### config.mk
export PLATFORM = sky130hd
export DESIGN_NAME = gaussian_int_to_base_i_minus_1_top_flat
export DESIGN_NICKNAME = d
export VERILOG_FILES = /design/src/rtl/gibase_pkg.sv /design/src/rtl/gibase_if.sv /design/src/rtl/gibase_ram.sv /design/src/rtl/gibase_dp.sv /design/src/rtl/gibase_ctrl.sv /design/src/rtl/gaussian_int_to_base_i_minus_1_top.sv /design/src/flat_wrapper.sv
export SDC_FILE = /design/constraint.sdc
export NUM_CORES = 1
export LEC_CHECK = 0
export BUFFER_PORTS_ARGS = -buffer_cell sky130_fd_sc_hd__buf_2
export CORE_MARGIN = 8
export CORE_UTILIZATION = 40
export CTS_CLUSTER_DIAMETER = 200
export DETAILED_ROUTE_END_ITERATION = 8
export MAX_ROUTING_LAYER = met4
export SLEW_MARGIN = 10
export SYNTH_ARGS = -nofsm -noshare
export SYNTH_HDL_FRONTEND = slang
export SYNTH_SLANG_ARGS = --single-unit
export TNS_END_PERCENT = 1
### constraint.sdc
create_clock -name clock -period 4.4 [get_ports clock]
set_input_delay 0.44 -clock clock [delete_from_list [all_inputs] [get_ports clock]]
set_output_delay 0.44 -clock clock [all_outputs]
set_load 0.005 [all_outputs]
### src/rtl/gibase_pkg.sv
// Shared types and constants for the base (i-1) converter.
package gibase_pkg;

   // Width of each part field on the request channel.
   localparam int FIELD_WIDTH = 16;

   // Controller states.
   typedef enum logic [1:0] {
      ST_IDLE,
      ST_CONVERT,
      ST_EMIT
   } gibase_state_type;

   // Commands from the controller to the datapath.
   typedef struct packed {
      logic load;
      logic step;
      logic emit_start;
      logic emit_en;
   } gibase_cmd_type;

   // Status from the datapath to the controller.
   typedef struct packed {
      logic more;
      logic emit_done;
   } gibase_status_type;

endpackage

### src/rtl/gibase_if.sv
// Request and response channel interfaces of the base (i-1) converter.
interface gibase_req_if import gibase_pkg::*; ();
   logic                          valid;
   logic                          ready;
   logic signed [FIELD_WIDTH-1:0] real_part;
   logic signed [FIELD_WIDTH-1:0] imag_part;

   modport source (output valid, output real_part, output imag_part, input ready);
   modport sink (input valid, input real_part, input imag_part, output ready);
endinterface

interface gibase_rsp_if;
   logic valid;
   logic ready;
   logic digit;
   logic last;

   modport source (output valid, output digit, output last, input ready);
   modport sink (input valid, input digit, input last, output ready);
endinterface

### src/rtl/gibase_ram.sv
// Generic single write port RAM with one registered read port.
module gibase_ram #(
   parameter int WIDTH = 1,
   parameter int DEPTH = 64
) (
   input  logic                     clock,
   input  logic                     wr_en,
   input  logic [$clog2(DEPTH)-1:0] wr_addr,
   input  logic [WIDTH-1:0]         wr_data,
   input  logic                     rd_en,
   input  logic [$clog2(DEPTH)-1:0] rd_addr,
   output logic [WIDTH-1:0]         rd_data
);

   logic [WIDTH-1:0] mem_ff [DEPTH];
   logic [WIDTH-1:0] rd_data_ff;

   // Write port.
   always_ff @(posedge clock) begin
      if (wr_en) begin
         mem_ff[wr_addr] <= wr_data;
      end
   end

   // Registered read port; the data holds while no read is issued.
   always_ff @(posedge clock) begin
      if (rd_en) begin
         rd_data_ff <= mem_ff[rd_addr];
      end
   end

   assign rd_data = rd_data_ff;

endmodule

### src/rtl/gibase_dp.sv
// Datapath: the division step, the digit buffer and the output register.
module gibase_dp import gibase_pkg::*; #(
   parameter int MAX_DIGITS = 64,
   parameter int PART_WIDTH = 16
) (
   input  logic                          clock,
   input  logic                          reset,
   input  gibase_cmd_type                cmd,
   output gibase_status_type             status,
   input  logic signed [FIELD_WIDTH-1:0] real_part,
   input  logic signed [FIELD_WIDTH-1:0] imag_part,
   gibase_rsp_if.source                  rsp
);

   localparam int WORK_W = PART_WIDTH + 2;
   localparam int CNT_W  = $clog2(MAX_DIGITS + 1);
   localparam int ADDR_W = $clog2(MAX_DIGITS);
   localparam int EXT_W  = (PART_WIDTH > FIELD_WIDTH) ? PART_WIDTH : FIELD_WIDTH;

   logic signed [WORK_W-1:0] work_real_ff, work_real_in;
   logic signed [WORK_W-1:0] work_imag_ff, work_imag_in;
   logic [CNT_W-1:0]         count_ff, count_in;
   logic [CNT_W-1:0]         left_ff, left_in;
   logic                     pend_ff, pend_in;
   logic                     pend_last_ff, pend_last_in;
   logic                     out_valid_ff, out_valid_in;
   logic                     out_digit_ff, out_digit_in;
   logic                     out_last_ff, out_last_in;

   logic [EXT_W-1:0]         real_ext;
   logic [EXT_W-1:0]         imag_ext;
   logic signed [WORK_W-1:0] real_load;
   logic signed [WORK_W-1:0] imag_load;
   logic                     digit_bit;
   logic [WORK_W:0]          sum_real;
   logic [WORK_W:0]          sum_imag;
   logic [CNT_W-1:0]         left_dec;
   logic                     load_out;
   logic                     issue;
   logic                     ram_bit;

   // Take the low PART_WIDTH bits of each field and sign extend them.
   assign real_ext  = EXT_W'($unsigned(real_part));
   assign imag_ext  = EXT_W'($unsigned(imag_part));
   assign real_load = WORK_W'(signed'(real_ext[PART_WIDTH-1:0]));
   assign imag_load = WORK_W'(signed'(imag_ext[PART_WIDTH-1:0]));

   // One division by (i-1): both sums are even, so a shift is exact.
   assign digit_bit = work_real_ff[0] ^ work_imag_ff[0];
   assign sum_real  = (WORK_W+1)'(work_imag_ff) - (WORK_W+1)'(work_real_ff)
                      + (WORK_W+1)'(digit_bit);
   assign sum_imag  = (WORK_W+1)'(0) - (WORK_W+1)'(work_real_ff)
                      - (WORK_W+1)'(work_imag_ff) + (WORK_W+1)'(digit_bit);

   // A zero number still produces its single zero digit on the first step.
   assign status.more = ((count_ff == '0) || (work_real_ff != '0) || (work_imag_ff != '0))
                        && (count_ff < CNT_W'(MAX_DIGITS));
   assign status.emit_done = (left_ff == '0) && !pend_ff;

   // Readout: one read in flight ahead of the output register.
   assign left_dec = left_ff - CNT_W'(1);
   assign load_out = pend_ff && (!out_valid_ff || rsp.ready);
   assign issue    = cmd.emit_en && (left_ff != '0) && (!pend_ff || load_out);

   gibase_ram #(
      .WIDTH (1),
      .DEPTH (MAX_DIGITS)
   ) u_digit_store (
      .clock   (clock),
      .wr_en   (cmd.step),
      .wr_addr (count_ff[ADDR_W-1:0]),
      .wr_data (digit_bit),
      .rd_en   (issue),
      .rd_addr (left_dec[ADDR_W-1:0]),
      .rd_data (ram_bit)
   );

   // Next state of the working parts and the digit count.
   always_comb begin
      work_real_in = work_real_ff;
      work_imag_in = work_imag_ff;
      count_in     = count_ff;
      if (cmd.load) begin
         work_real_in = real_load;
         work_imag_in = imag_load;
         count_in     = '0;
      end else if (cmd.step) begin
         work_real_in = sum_real[WORK_W:1];
         work_imag_in = sum_imag[WORK_W:1];
         count_in     = count_ff + CNT_W'(1);
      end
   end

   // Next state of the readout pipeline.
   always_comb begin
      left_in      = left_ff;
      pend_in      = pend_ff;
      pend_last_in = pend_last_ff;
      out_valid_in = out_valid_ff;
      out_digit_in = out_digit_ff;
      out_last_in  = out_last_ff;
      if (cmd.emit_start) begin
         left_in = count_ff;
      end else if (issue) begin
         left_in = left_dec;
      end
      if (issue) begin
         pend_in      = 1'b1;
         pend_last_in = (left_ff == CNT_W'(1));
      end else if (load_out) begin
         pend_in = 1'b0;
      end
      if (load_out) begin
         out_valid_in = 1'b1;
         out_digit_in = ram_bit;
         out_last_in  = pend_last_ff;
      end else if (out_valid_ff && rsp.ready) begin
         out_valid_in = 1'b0;
      end
   end

   // Control registers.
   always_ff @(posedge clock) begin
      if (reset) begin
         work_real_ff <= '0;
         work_imag_ff <= '0;
         count_ff     <= '0;
         left_ff      <= '0;
         pend_ff      <= 1'b0;
         out_valid_ff <= 1'b0;
      end else begin
         work_real_ff <= work_real_in;
         work_imag_ff <= work_imag_in;
         count_ff     <= count_in;
         left_ff      <= left_in;
         pend_ff      <= pend_in;
         out_valid_ff <= out_valid_in;
      end
   end

   // Payload registers.
   always_ff @(posedge clock) begin
      pend_last_ff <= pend_last_in;
      out_digit_ff <= out_digit_in;
      out_last_ff  <= out_last_in;
   end

   assign rsp.valid = out_valid_ff;
   assign rsp.digit = out_digit_ff;
   assign rsp.last  = out_last_ff;

endmodule

### src/rtl/gibase_ctrl.sv
// Controller: sequences load, conversion steps and digit readout.
module gibase_ctrl import gibase_pkg::*; (
   input  logic              clock,
   input  logic              reset,
   input  logic              req_valid,
   output logic              req_ready,
   input  gibase_status_type status,
   output gibase_cmd_type    cmd,
   output gibase_state_type  state
);

   gibase_state_type state_ff, state_in;

   // Next state.
   always_comb begin
      state_in = state_ff;
      case (state_ff)
         ST_IDLE: begin
            if (req_valid) begin
               state_in = ST_CONVERT;
            end
         end
         ST_CONVERT: begin
            if (!status.more) begin
               state_in = ST_EMIT;
            end
         end
         ST_EMIT: begin
            if (status.emit_done) begin
               state_in = ST_IDLE;
            end
         end
         default: begin
            state_in = ST_IDLE;
         end
      endcase
   end

   // Outputs. No request is taken while reset is held.
   always_comb begin
      req_ready      = 1'b0;
      cmd            = '0;
      case (state_ff)
         ST_IDLE: begin
            req_ready = !reset;
            cmd.load  = req_valid && !reset;
         end
         ST_CONVERT: begin
            cmd.step       = status.more;
            cmd.emit_start = !status.more;
         end
         ST_EMIT: begin
            cmd.emit_en = 1'b1;
         end
         default: begin
            req_ready = 1'b0;
         end
      endcase
   end

   // State register.
   always_ff @(posedge clock) begin
      if (reset) begin
         state_ff <= ST_IDLE;
      end else begin
         state_ff <= state_in;
      end
   end

   assign state = state_ff;

endmodule

### src/rtl/gaussian_int_to_base_i_minus_1_top.sv
// Top level of the Gaussian integer to base (i-1) converter.
//
// The request channel (req_if) carries one Gaussian integer as a real and an
// imaginary part, two's complement, of which the low PART_WIDTH bits count.
// The response channel (rsp_if) returns the base (i-1) digits one per
// response, most significant first, with last set on the final digit. Zero
// gives the single digit 0.
// A request is taken only when the block is idle. It then runs one division
// step per cycle, storing each digit in a small RAM, and then reads the RAM
// back into the output register one digit per cycle while the receiver
// accepts. A number has N digits; N is at most MAX_DIGITS and up to about
// 2 * PART_WIDTH + 8 for full scale inputs.
// When the receiver stalls, the output register and one pending RAM read
// hold their digits and readout pauses; nothing is dropped.
// Synchronous reset returns the controller to idle and empties the output.
module gaussian_int_to_base_i_minus_1_top import gibase_pkg::*; #(
   parameter int MAX_DIGITS = 64,
   parameter int PART_WIDTH = 16
) (
   input  logic         clock,
   input  logic         reset,
   gibase_req_if.sink   req_if,
   gibase_rsp_if.source rsp_if
);

   gibase_cmd_type    cmd;
   gibase_status_type status;
   gibase_state_type  state;

   // Controller.
   gibase_ctrl u_ctrl (
      .clock     (clock),
      .reset     (reset),
      .req_valid (req_if.valid),
      .req_ready (req_if.ready),
      .status    (status),
      .cmd       (cmd),
      .state     (state)
   );

   // Datapath.
   gibase_dp #(
      .MAX_DIGITS (MAX_DIGITS),
      .PART_WIDTH (PART_WIDTH)
   ) u_dp (
      .clock     (clock),
      .reset     (reset),
      .cmd       (cmd),
      .status    (status),
      .real_part (req_if.real_part),
      .imag_part (req_if.imag_part),
      .rsp       (rsp_if)
   );

`ifndef ASSERT_OFF
   // At most one command is issued in any cycle.
   a_cmd_exclusive: assert property (@(posedge clock) disable iff (reset)
      $onehot0({cmd.load, cmd.step, cmd.emit_start, cmd.emit_en}))
      else $error("controller issued overlapping commands");

   // Readout starts only once the conversion has finished.
   a_emit_after_convert: assert property (@(posedge clock) disable iff (reset)
      cmd.emit_start |-> !status.more)
      else $error("readout started during conversion");

   // A freshly loaded number always needs at least one step.
   a_first_step: assert property (@(posedge clock) disable iff (reset)
      cmd.load |=> (status.more && state == ST_CONVERT))
      else $error("no conversion step after load");

   // Readout ends only after at least one digit has been moved.
   a_emit_not_empty: assert property (@(posedge clock) disable iff (reset)
      cmd.emit_start |=> !status.emit_done)
      else $error("readout started with no digits");
`endif

endmodule
### src/flat_wrapper.sv
// flat-port wrapper written by rule: the top's interface ports become plain ports
module gaussian_int_to_base_i_minus_1_top_flat import gibase_pkg::*;
#(
   parameter int MAX_DIGITS = 64,
   parameter int PART_WIDTH = 16
)
  (clock, reset, req_if_valid, req_if_real_part, req_if_imag_part, req_if_ready, rsp_if_valid, rsp_if_digit, rsp_if_last, rsp_if_ready);
  gibase_req_if req_if_i ();
  gibase_rsp_if rsp_if_i ();
  input  logic clock;
  input  logic reset;
  input wire logic [$bits(req_if_i.valid)-1:0] req_if_valid;
  input wire logic [$bits(req_if_i.real_part)-1:0] req_if_real_part;
  input wire logic [$bits(req_if_i.imag_part)-1:0] req_if_imag_part;
  output wire logic [$bits(req_if_i.ready)-1:0] req_if_ready;
  output wire logic [$bits(rsp_if_i.valid)-1:0] rsp_if_valid;
  output wire logic [$bits(rsp_if_i.digit)-1:0] rsp_if_digit;
  output wire logic [$bits(rsp_if_i.last)-1:0] rsp_if_last;
  input wire logic [$bits(rsp_if_i.ready)-1:0] rsp_if_ready;
  assign req_if_i.valid = req_if_valid;
  assign req_if_i.real_part = req_if_real_part;
  assign req_if_i.imag_part = req_if_imag_part;
  assign req_if_ready = req_if_i.ready;
  assign rsp_if_valid = rsp_if_i.valid;
  assign rsp_if_digit = rsp_if_i.digit;
  assign rsp_if_last = rsp_if_i.last;
  assign rsp_if_i.ready = rsp_if_ready;
  gaussian_int_to_base_i_minus_1_top #(.MAX_DIGITS(MAX_DIGITS), .PART_WIDTH(PART_WIDTH)) u_core (.clock(clock), .reset(reset), .req_if(req_if_i), .rsp_if(rsp_if_i));
endmodule
==> results_dict.tcl, run 1 <==
set metrics [dict create \
    outcome "completed" \
    placeableCoreArea_mm2 0.0186 \
    area_taken_by_multi_input_logic_gates_mm2 0.00402 \
    worstMarginPinSlew_ps 855 \
    portBuffers 39 \
    hp-class "input port to flop" \
    synth_sequential_area_ratio 0.416 \
    ant_nets 0 \
    cp-startpoint "u_core.u_dp.work_imag_ff[14]" \
    synth_top_family_by_area "simple AND/OR/NAND/NOR gates" \
    netlist_top_cells_count "nor2_1, ha_1, edfxtp_1" \
    critical_path.reg2reg.startpoint "u_core.u_dp.work_imag_ff[14]" \
    dp_hpwl_mm 13.0 \
    dp_slack_ps 1040 \
    r2r_cells 8 \
    fin_skew_ps 8.51 \
    post-synth-top-area-fraction 0.272 \
    finalWirelength_mm 18.7 \
    worst-path-max-fanout 10 \
    worst_ep_arrival_time_ps 3650 \
    design.die.area_mm2 0.0234 \
    root_buffer "clkbuf_16" \
    floorplan.initialDensity 0.404 \
    synth.net_count 878 \
    syn-cell-area_mm2 0.00751 \
    grt_overflow_total 0 \
    ys_types 58 \
    post-synth-top-count-cell "nor2_1" \
    layout.area.seq_mm2 0.00312 \
    area_growth_from_synthesis_to_final_layout_pct 14.0 \
    grt_max_degree 65 \
    synthAdderAreaFrac 0.129 \
    maxCapViolations 0 \
    total_drc_errors_in_the_routed_layout 0 \
    clk_transition_reported_paths_ps 60 \
    vias 5861 \
    rows 50 \
    finalCriticalPeriod_ps 3310 \
    async_reset_ff_frac 0 \
    final.setup.tns_ps 0 \
    end_kind "flop" \
    drt-vias-per-instance 5.60 \
    yosys.area_share.simple 0.158 \
    first_pass_drt_iterations 5 \
    timing.max_slew.rel_slack 0.426 \
    grt.total_usage 0.170 \
    worstSetupPathType "flop to flop" \
    crit_required_ps 4740 \
    htree_num_levels 4 \
    post-route-period-util 0.753 \
    postCtsResizedCells 0 \
    total_of_endpoints_with_negative_setup_slack_in_the_final_report 0 \
    chipWidth_um 153 \
    synthXorXnorAreaFrac 0.0478 \
    max_freq_mhz 302 \
    rsz0062_at_grt "no" \
    grt_pass1_vias 5781 \
    yosys-mux-area-fraction 0.0627 \
    timing.final.max_slew_violations 0 \
    layout_cells_sized_above_1 0.133 \
    worstReg2RegEnd "u_core.u_dp.work_real_ff[14]" \
    postSynthAreaPerCell_um2 9.80 \
    finalWorstSetupSlack_ps 1090 \
    synth.top_cells.by_area "edfxtp_1, dfxtp_1, ha_1, nor2_1, mux4_2" \
    hold_viol 0 \
    globalplace.congestion 0.916 \
    power.static_leakage_nw 3.37 \
    clkLatencyLatePin_ps 420 \
    tritoncts_clock_tree "done" \
    cts_bufs_inserted 17 \
    grt_first_pass_wirelength_mm 30.5 \
    crit_end "u_core.u_dp.work_real_ff[14]" \
    synthesis.instances 766 \
    design.final.nets 912 \
    nFillCells 1766 \
    regToRegSetupSlack_ps 1090 \
    crit_path_start_kind "flop" \
    number_of_clock_sinks_seen_by_cts 122 \
    finalCoreUtilization 0.461 \
    clk_path_buf_depth 2 \
    antenna_cells 0 \
    grt_antenna_before_repair 0 \
    die_y_um 153 \
    synth_enable_flop_cells 68 \
    io_pins 40 \
    ir_worst_vdd_v 0.000372 \
    post-cts-setup-buffers 0 \
    synth-seq-cells 122 \
    synthDominantAreaCellType "edfxtp_1" \
    cts.hold.buffers_added 0 \
    wire_per_inst_um 17.9 \
    first_iter_violations 498 \
    synthFlopType "edfxtp_1" \
    count_of_synthesis_stage_warnings_from_yosys 0 \
    power.density_mw_per_mm2 749 \
    synth_compound_area_frac 0.137 \
]
cell families after synthesis:
group	count (synthesis)
DFF	122
adders and majority gates	76
xor gates and xnor gates	41
and+or+nand+nor	263
buffers and inverters	95
muxes	22
AOI/OAI and AO/OA	147
where the power goes:
part	switching [mW]	total [mW]	internal, mW
clock network	0.585	1.50	0.915
registers	0.152	1.52	1.37
logic	1.90	3.39	1.49
total	2.63	6.41	3.78
worst min-delay path by stage:
| stage | from | endpoint | slack [ps] | depth (start not counted) |
|---|---|---|---|---|
| 2_1_floorplan | u_core.u_dp.u_digit_store.rd_data | u_core.u_dp.rsp.digit | 400 | 0 |
| 3_3_place_gp | u_core.u_dp.pend_last_ff | u_core.u_dp.rsp.last | 400 | 0 |
| 3_5_place_dp | u_core.u_dp.u_digit_store.rd_data | u_core.u_dp.rsp.digit | 400 | 0 |
| 4_1_cts | req_if_imag_part[13] | u_core.u_dp.work_imag_ff[13] | 240 | 3 |
| 5_1_grt | req_if_imag_part[13] | u_core.u_dp.work_imag_ff[13] | 260 | 3 |
| 6_report | req_if_imag_part[13] | u_core.u_dp.work_imag_ff[13] | 250 | 3 |
worst max-delay path: stages, from the launching register on:
cell	delay (ps)
dfxtp_1	350
nor4_1	570
nand4_1	220
nor3_1	620
nor3b_4	180
nor2_1	700
buf_4	320
a22oi_1	90
a31oi_1	180
cells in the final DEF (no fill, tap or decap), types with 3 or more instances in the layout:
| cell | synthesis | final |
|---|---|---|
| o31ai_1 | 5 | 5 |
| inv_6 | 0 | 6 |
| xnor2_1 | 21 | 21 |
| ha_1 | 74 | 74 |
| a31oi_1 | 6 | 6 |
| a211oi_1 | 19 | 19 |
| o21a_1 | 4 | 4 |
| nor4_1 | 11 | 11 |
| and2_1 | 5 | 5 |
| o21ai_0 | 15 | 15 |
| nand2b_1 | 5 | 5 |
| a21o_1 | 13 | 13 |
| buf_2 | 7 | 39 |
| edfxtp_1 | 68 | 68 |
| bufinv_16 | 0 | 3 |
| inv_1 | 62 | 62 |
| nand3b_1 | 3 | 3 |
| buf_4 | 1 | 9 |
| mux4_2 | 20 | 20 |
| o22ai_1 | 6 | 6 |
| a22oi_1 | 7 | 7 |
| nor3_1 | 18 | 18 |
| inv_8 | 0 | 3 |
| xor2_1 | 20 | 20 |
| or3_1 | 5 | 5 |
| nor2b_1 | 8 | 8 |
| a2111oi_1 | 3 | 3 |
| a21oi_1 | 31 | 31 |
| clkbuf_16 | 0 | 17 |
| o21bai_1 | 7 | 7 |
| nor2_1 | 142 | 142 |
| dfxtp_1 | 54 | 54 |
| nand2_1 | 37 | 37 |
| nand3_1 | 11 | 11 |
| a221o_1 | 3 | 3 |
| and3_1 | 7 | 7 |
| a2111oi_0 | 11 | 11 |
flip-flops by register name, summed over array words and instances (netlist names):
signal,count
u_core.u_dp.rsp.last,1
u_core.u_dp.pend_ff,1
u_core.u_dp.left_ff,7
u_core.u_dp.work_real_ff,18
u_core.u_dp.u_digit_store.rd_data,1
u_core.u_dp.u_digit_store.mem_ff,64
u_core.u_ctrl.state,2
u_core.u_dp.work_imag_ff,18
u_core.u_dp.rsp.valid,1
u_core.u_dp.pend_last_ff,1
u_core.u_dp.rsp.digit,1
u_core.u_dp.count_ff,7
area by class of cell:
class	instances	area share
inverters	62	0.0272
multi-input cells	549	0.470
flip-flops and latches	122	0.365
clock inverters	15	0.0235
clock buffers	17	0.0497
well taps	234	0.0342
repair buffers	48	0.0307
per-layer routing:
| metal | routed length, um | vias to the layer above | track usage |
|---|---|---|---|
| met4 | 349 | 0 | 0.0542 |
| met1 | 9060 | 2811 | 0.229 |
| met2 | 8230 | 188 | 0.252 |
| met3 | 1060 | 33 | 0.0341 |
| met5 | 0 | - | - |
| li1 | - | 2829 | - |
per-stage QoR:
stage / hold WS [ps] / instances / total power, mW / instance area [um^2]
finish: 254 / 1047 / 6.41 / 8560
global route: 260 / 1047 / 6.91 / 8560
CTS: 242 / 1047 / 6.39 / 8560
detailed placement: 405 / 1015 / 4.86 / 7930
global placement: 403 / 1015 / 4.88 / 7930
floorplan: 400 / 766 / 4.15 / 7510
Power figures use the tool's default switching activity.
==> run 2, diff against run 1 <==
Clock period 4.4 ns to 2.9 ns, I/O delays scaled along.
==> run 2 against run 1 <==
Effect of this change:
- non-clock buffer count is 69 higher
- global-route usage is 0.52 points higher
- setup slack worse by 1100 ps
- core utilization is 3.6 points higher
- via count is 2.7% higher
- sequential cell count stayed put
- clock power is 32% higher
- register-to-register slack worse by 1100 ps
- maximum frequency is 15% higher
- combinational power is 81% higher
- final cell count is 6.6% higher
- largest cell class unchanged
- highest routed layer unchanged
==> results_dict.tcl, run 2 (synthesis results as in run 1) <==
set metrics [dict create \
    nFillCells 1728 \
    r2r_cells 11 \
    grt_antenna_before_repair 0 \
    rsz0062_at_grt "yes" \
    dp_hpwl_mm 13.7 \
    crit_path_start_kind "flop" \
    cts.hold.buffers_added 0 \
    worstMarginPinSlew_ps 661 \
    timing.max_slew.rel_slack 0.559 \
    finalWirelength_mm 19.4 \
    switching_share 0.410 \
    portBuffers 39 \
    critical_path.reg2reg.startpoint "u_core.u_dp.work_imag_ff[1]" \
    placeableCoreArea_mm2 0.0186 \
    clk_transition_reported_paths_ps 60 \
    worst_ep_arrival_time_ps 3230 \
    total_drc_errors_in_the_routed_layout 0 \
    layout_cells_sized_above_1 0.229 \
    io_pins 40 \
    layout.area.seq_mm2 0.00313 \
    first_iter_violations 470 \
    vias 6022 \
    power.density_mw_per_mm2 1120 \
    worstSetupPathType "flop to flop" \
    cp-startpoint "u_core.u_dp.work_imag_ff[1]" \
    area_taken_by_multi_input_logic_gates_mm2 0.00416 \
    max_freq_mhz 347 \
    wire_per_inst_um 17.4 \
    total_of_endpoints_with_negative_setup_slack_in_the_final_report 0 \
    power.static_leakage_nw 3.73 \
    clock_power_share 0.191 \
    worst-path-max-fanout 3 \
    regToRegSetupSlack_ps 20 \
    grt_first_pass_wirelength_mm 31.6 \
    finalCriticalPeriod_ps 2880 \
    maxCapViolations 0 \
    post-route-period-util 0.994 \
    antenna_cells 0 \
    design.die.area_mm2 0.0234 \
    outcome "completed" \
    timing.hold.ws_ps 109 \
    ir_worst_vdd_v 0.000872 \
    register_name_with_the_most_flops "u_core.u_dp.u_digit_store.mem_ff" \
    htree_num_levels 4 \
    grt_pass1_vias 6022 \
    p_comb_frac 0.593 \
    floorplan.initialDensity 0.404 \
    post_layout_nonfiller_instances 1116 \
    crit_end "u_core.u_dp.work_imag_ff[10]" \
    final_cell_mix "nor2_1, buf_4, ha_1, edfxtp_1, inv_1" \
    number_of_clock_sinks_seen_by_cts 122 \
    grt_overflow_total 0 \
    rows 50 \
    fraction_of_power_consumed_by_sequential_logic 0.215 \
    layout.cells.most_common "nor2_1" \
    grt_max_degree 65 \
    grt.total_usage 0.175 \
    largest_register_ffs 64 \
    globalplace.congestion 0.896 \
    switching_power_of_the_nets_mw 4.25 \
    drt-vias-per-instance 5.40 \
    hold_viol 0 \
    end_kind "flop" \
    chipWidth_um 153 \
    design.final.nets 981 \
    area_growth_from_synthesis_to_final_layout_pct 22.9 \
    die_y_um 153 \
    crit_required_ps 3240 \
    clkLatencyLatePin_ps 420 \
    tritoncts_clock_tree "done" \
    intPower_mw 6.10 \
    root_buffer "clkbuf_16" \
    clk_path_buf_depth 2 \
    cts_bufs_inserted 17 \
    ant_nets 0 \
    timing.final.max_slew_violations 0 \
    worstReg2RegEnd "u_core.u_dp.work_imag_ff[10]" \
    fin_skew_ps 11.8 \
    first_pass_drt_iterations 4 \
    placed_cells 1082 \
    biggestRegsByFlops "u_core.u_dp.u_digit_store.mem_ff: 64 flops, u_core.u_dp.work_imag_ff: 18 flops, u_core.u_dp.work_real_ff: 18 flops" \
    hp-class "input port to flop" \
]
[run 2: cell types whose count changed in the layout (fill, tap and decap cells not counted), moves of 6 or more]
cell / before / now
buf_12: 0 / 7
buf_4: 9 / 71
ha_1: 74 / 68
ha_4: 0 / 6
[run 2: what timing repair did]
action                     CTS  global route
buffers inserted             1             1
setup endpoints to repair    9            18
resized for setup            8            22
pin swaps                    8            11
[run 2: power by group through the flow]
stage	Sequential [mW]	Clock, mW	Combinational [mW]
finish	2.23	1.98	6.14
global route	2.25	2.09	6.82
CTS	2.22	2.02	5.84
detailed placement	2.25	0	5.69
global placement	2.25	0	5.71
floorplan	2.23	0	4.08
[run 2: layout make-up]
cell class,instances,share of cell area
inverters,62,0.0252
flip-flops and latches,122,0.339
clock inverters,14,0.0126
clock buffers,18,0.0465
multi-input cells,549,0.451
repair buffers,117,0.0941
well taps,234,0.0317
[run 2: worst max-delay path: stages, from the launching register on]
cell and delay (ps):
dfxtp_1 380, ha_4 220, ha_1 230, fa_1 420, a211oi_2 250, o21bai_2 130, a2111o_1 440, a31o_2 250
a21oi_2 150, xnor2_1 120, o22ai_1 90, nor3_1 120
[run 2: worst min path at each step]
stage	from	cells after the start	to	slack, ps
2_1_floorplan	req_if_imag_part[13]	2	u_core.u_dp.work_imag_ff[13]	400
3_3_place_gp	u_core.u_dp.pend_last_ff	0	u_core.u_dp.rsp.last	400
3_5_place_dp	u_core.u_dp.pend_last_ff	0	u_core.u_dp.rsp.last	410
4_1_cts	req_if_imag_part[13]	3	u_core.u_dp.work_imag_ff[13]	90
5_1_grt	req_if_imag_part[13]	3	u_core.u_dp.work_imag_ff[13]	110
6_report	req_if_imag_part[13]	3	u_core.u_dp.work_imag_ff[13]	110
[run 2: stage by stage]
stage | setup TNS, ps | utilization | power (mW) | worst slack (ps) | cell area (um^2)
6_report | 0 | 0.497 | 10.3 | 18.3 | 9230
5_1_grt | -473 | 0.497 | 11.2 | -104 | 9230
4_1_cts | -21.5 | 0.492 | 10.1 | -21.5 | 9140
3_5_place_dp | -706 | 0.459 | 7.94 | -163 | 8540
3_3_place_gp | -425 | 0.459 | 7.96 | -132 | 8540
2_1_floorplan | -253 | - | 6.30 | -198 | 7520
[run 2: layer usage]
metal  global-route usage  part of all wire
met5                    -                 0
met4               0.0424             0.010
met3               0.0330             0.049
met2                0.272              0.45
met1                0.233              0.49
==> run 3, diff against run 2 <==
Settings changed: RECOVER_POWER set to 50.
==> run 3 against run 2 <==
Effect of this change:
- power about the same
- setup slack is the same
- wire length unchanged
- final cell count unchanged
- via count about the same
- global-route usage stayed put
- critical path depth unchanged
- sequential power barely moved
- clock skew is essentially flat
==> results_dict.tcl, run 3 (synthesis results as in run 1) <==
set metrics [dict create \
    outcome "completed" \
    finalWorstSetupSlack_ps 18.3 \
    globalplace.congestion 0.896 \
    tritoncts_clock_tree "done" \
    portBuffers 39 \
    worstSetupPathType "flop to flop" \
    hp-class "input port to flop" \
    grt_busiest_layer "met2" \
    finalWirelength_mm 19.4 \
    intPower_mw 6.10 \
    post-route-period-util 0.994 \
    chipWidth_um 153 \
    power.static_leakage_nw 3.72 \
    nFillCells 1731 \
    use_met2 0.272 \
    grt_antenna_before_repair 0 \
    biggestRegsByFlops "u_core.u_dp.u_digit_store.mem_ff: 64 flops, u_core.u_dp.work_imag_ff: 18 flops, u_core.u_dp.work_real_ff: 18 flops" \
    max_freq_mhz 347 \
    die_y_um 153 \
    vias 6024 \
    first_pass_drt_iterations 4 \
    design_power_total_mw 10.3 \
    worst_ep_arrival_time_ps 3230 \
    switching_power_of_the_nets_mw 4.24 \
    power.density_mw_per_mm2 1120 \
    hold_viol 0 \
    design.final.nets 981 \
    largest_register_ffs 64 \
    grt.met3_usage 0.0330 \
    number_of_clock_sinks_seen_by_cts 122 \
    fin_skew_ps 11.8 \
    dp_slack_ps -163 \
    timing.final.max_slew_violations 0 \
    register_name_with_the_most_flops "u_core.u_dp.u_digit_store.mem_ff" \
    p_comb_frac 0.593 \
    cp-startpoint "u_core.u_dp.work_imag_ff[1]" \
    worstMarginPinSlew_ps 1050 \
    total_drc_errors_in_the_routed_layout 0 \
    maxCapViolations 0 \
    design.die.area_mm2 0.0234 \
    first_iter_violations 470 \
    final.setup.tns_ps 0 \
    ir_worst_vdd_v 0.000872 \
    worst-path-max-fanout 3 \
    grt_first_pass_wirelength_mm 31.6 \
    clock_power_share 0.191 \
    rsz0062_at_grt "yes" \
    crit_path_start_kind "flop" \
    critical_path.reg2reg.startpoint "u_core.u_dp.work_imag_ff[1]" \
    end_kind "flop" \
    placeableCoreArea_mm2 0.0186 \
    antenna_cells 0 \
    grt_max_degree 65 \
    root_buffer "clkbuf_16" \
    clk_transition_reported_paths_ps 60 \
    met1_layer_usage_reported_by_global_route 0.233 \
    floorplan.initialDensity 0.404 \
    clk_path_buf_depth 2 \
    final_cell_mix "nor2_1, buf_4, ha_1, edfxtp_1, inv_1" \
    dp_hpwl_mm 13.7 \
    fraction_of_power_consumed_by_sequential_logic 0.216 \
    area_growth_from_synthesis_to_final_layout_pct 22.9 \
    layout_cells_sized_above_1 0.226 \
    wire_per_inst_um 17.4 \
    grt_overflow_total 0 \
    io_pins 40 \
    crit_required_ps 3240 \
    ant_nets 0 \
    cts.hold.buffers_added 0 \
    post_layout_nonfiller_instances 1116 \
    placed_cells 1082 \
    rows 50 \
    finalCriticalPeriod_ps 2880 \
    timing.max_slew.rel_slack 0.298 \
    worstHoldStart "req_if_imag_part[13]" \
    htree_num_levels 4 \
    switching_share 0.410 \
    grt_pass1_vias 6022 \
    finalCoreUtilization 0.496 \
    drt-vias-per-instance 5.40 \
    cts_bufs_inserted 17 \
    total_of_endpoints_with_negative_setup_slack_in_the_final_report 0 \
    layout.cells.most_common "nor2_1" \
    clkLatencyLatePin_ps 420 \
    grt.total_usage 0.175 \
]
[run 3: cell types whose count changed in the layout (fill, tap and decap cells not counted), sizes merged]
| cell | previous run | this run |
|---|---|---|
| clkbuf | 18 | 22 |
| buf | 117 | 113 |
[run 3: power by group through the flow]
stage	logic, mW	clock network [mW]	registers, mW
finish	6.14	1.98	2.23
global route	6.81	2.09	2.25
CTS	5.84	2.02	2.22
detailed placement	5.69	0	2.25
global placement	5.71	0	2.25
floorplan	4.08	0	2.23
[run 3: through the flow]
stage / area [um^2] / hold slack [ps]
6_report: 9230 / 109
5_1_grt: 9230 / 113
4_1_cts: 9140 / 89.7
3_5_place_dp: 8540 / 409
3_3_place_gp: 8540 / 401
2_1_floorplan: 7520 / 398
[run 3: metal layers]
metal	vias up	part of all wire
li1	2979	-
met1	2884	0.49
met2	145	0.45
met3	16	0.049
met4	0	0.010
met5	-	0
[run 3: worst paths after layout]
| path | end | slack, ps | cells past startpoint |
|---|---|---|---|
| worst max-delay path | u_core.u_dp.work_imag_ff[10] | 20 | 11 |
| worst min-delay path | u_core.u_dp.work_imag_ff[13] | 110 | 3 |
| worst max register to register | u_core.u_dp.work_imag_ff[10] | 20 | 11 |
| worst min register to register | u_core.u_dp.rsp.last | 420 | 0 |
[run 3: area by class of cell]
class | instances | area [um^2] | share of cell area
clock buffers | 18 | 429 | 0.0465
flip-flops and latches | 122 | 3130 | 0.339
multi-input cells | 549 | 4160 | 0.451
clock inverters | 14 | 116 | 0.0126
inverters | 62 | 233 | 0.0252
well taps | 234 | 293 | 0.0317
repair buffers | 117 | 862 | 0.0934
[run 3: repair_timing]
item | 4_1_cts | 5_1_grt
resized for setup | 8 | 22
endpoints found under the setup margin | 9 | 18
pin swaps | 8 | 11
buffers inserted | 1 | 1
[run 3: critical path, stage by stage (launching register included)]
cell and delay [ps]:
dfxtp_1 380, ha_4 220, ha_1 230, fa_1 420, a211oi_2 250, o21bai_2 130
a2111o_1 440, a31o_2 250, a21oi_2 150, xnor2_1 120, o22ai_1 90, nor3_1 120
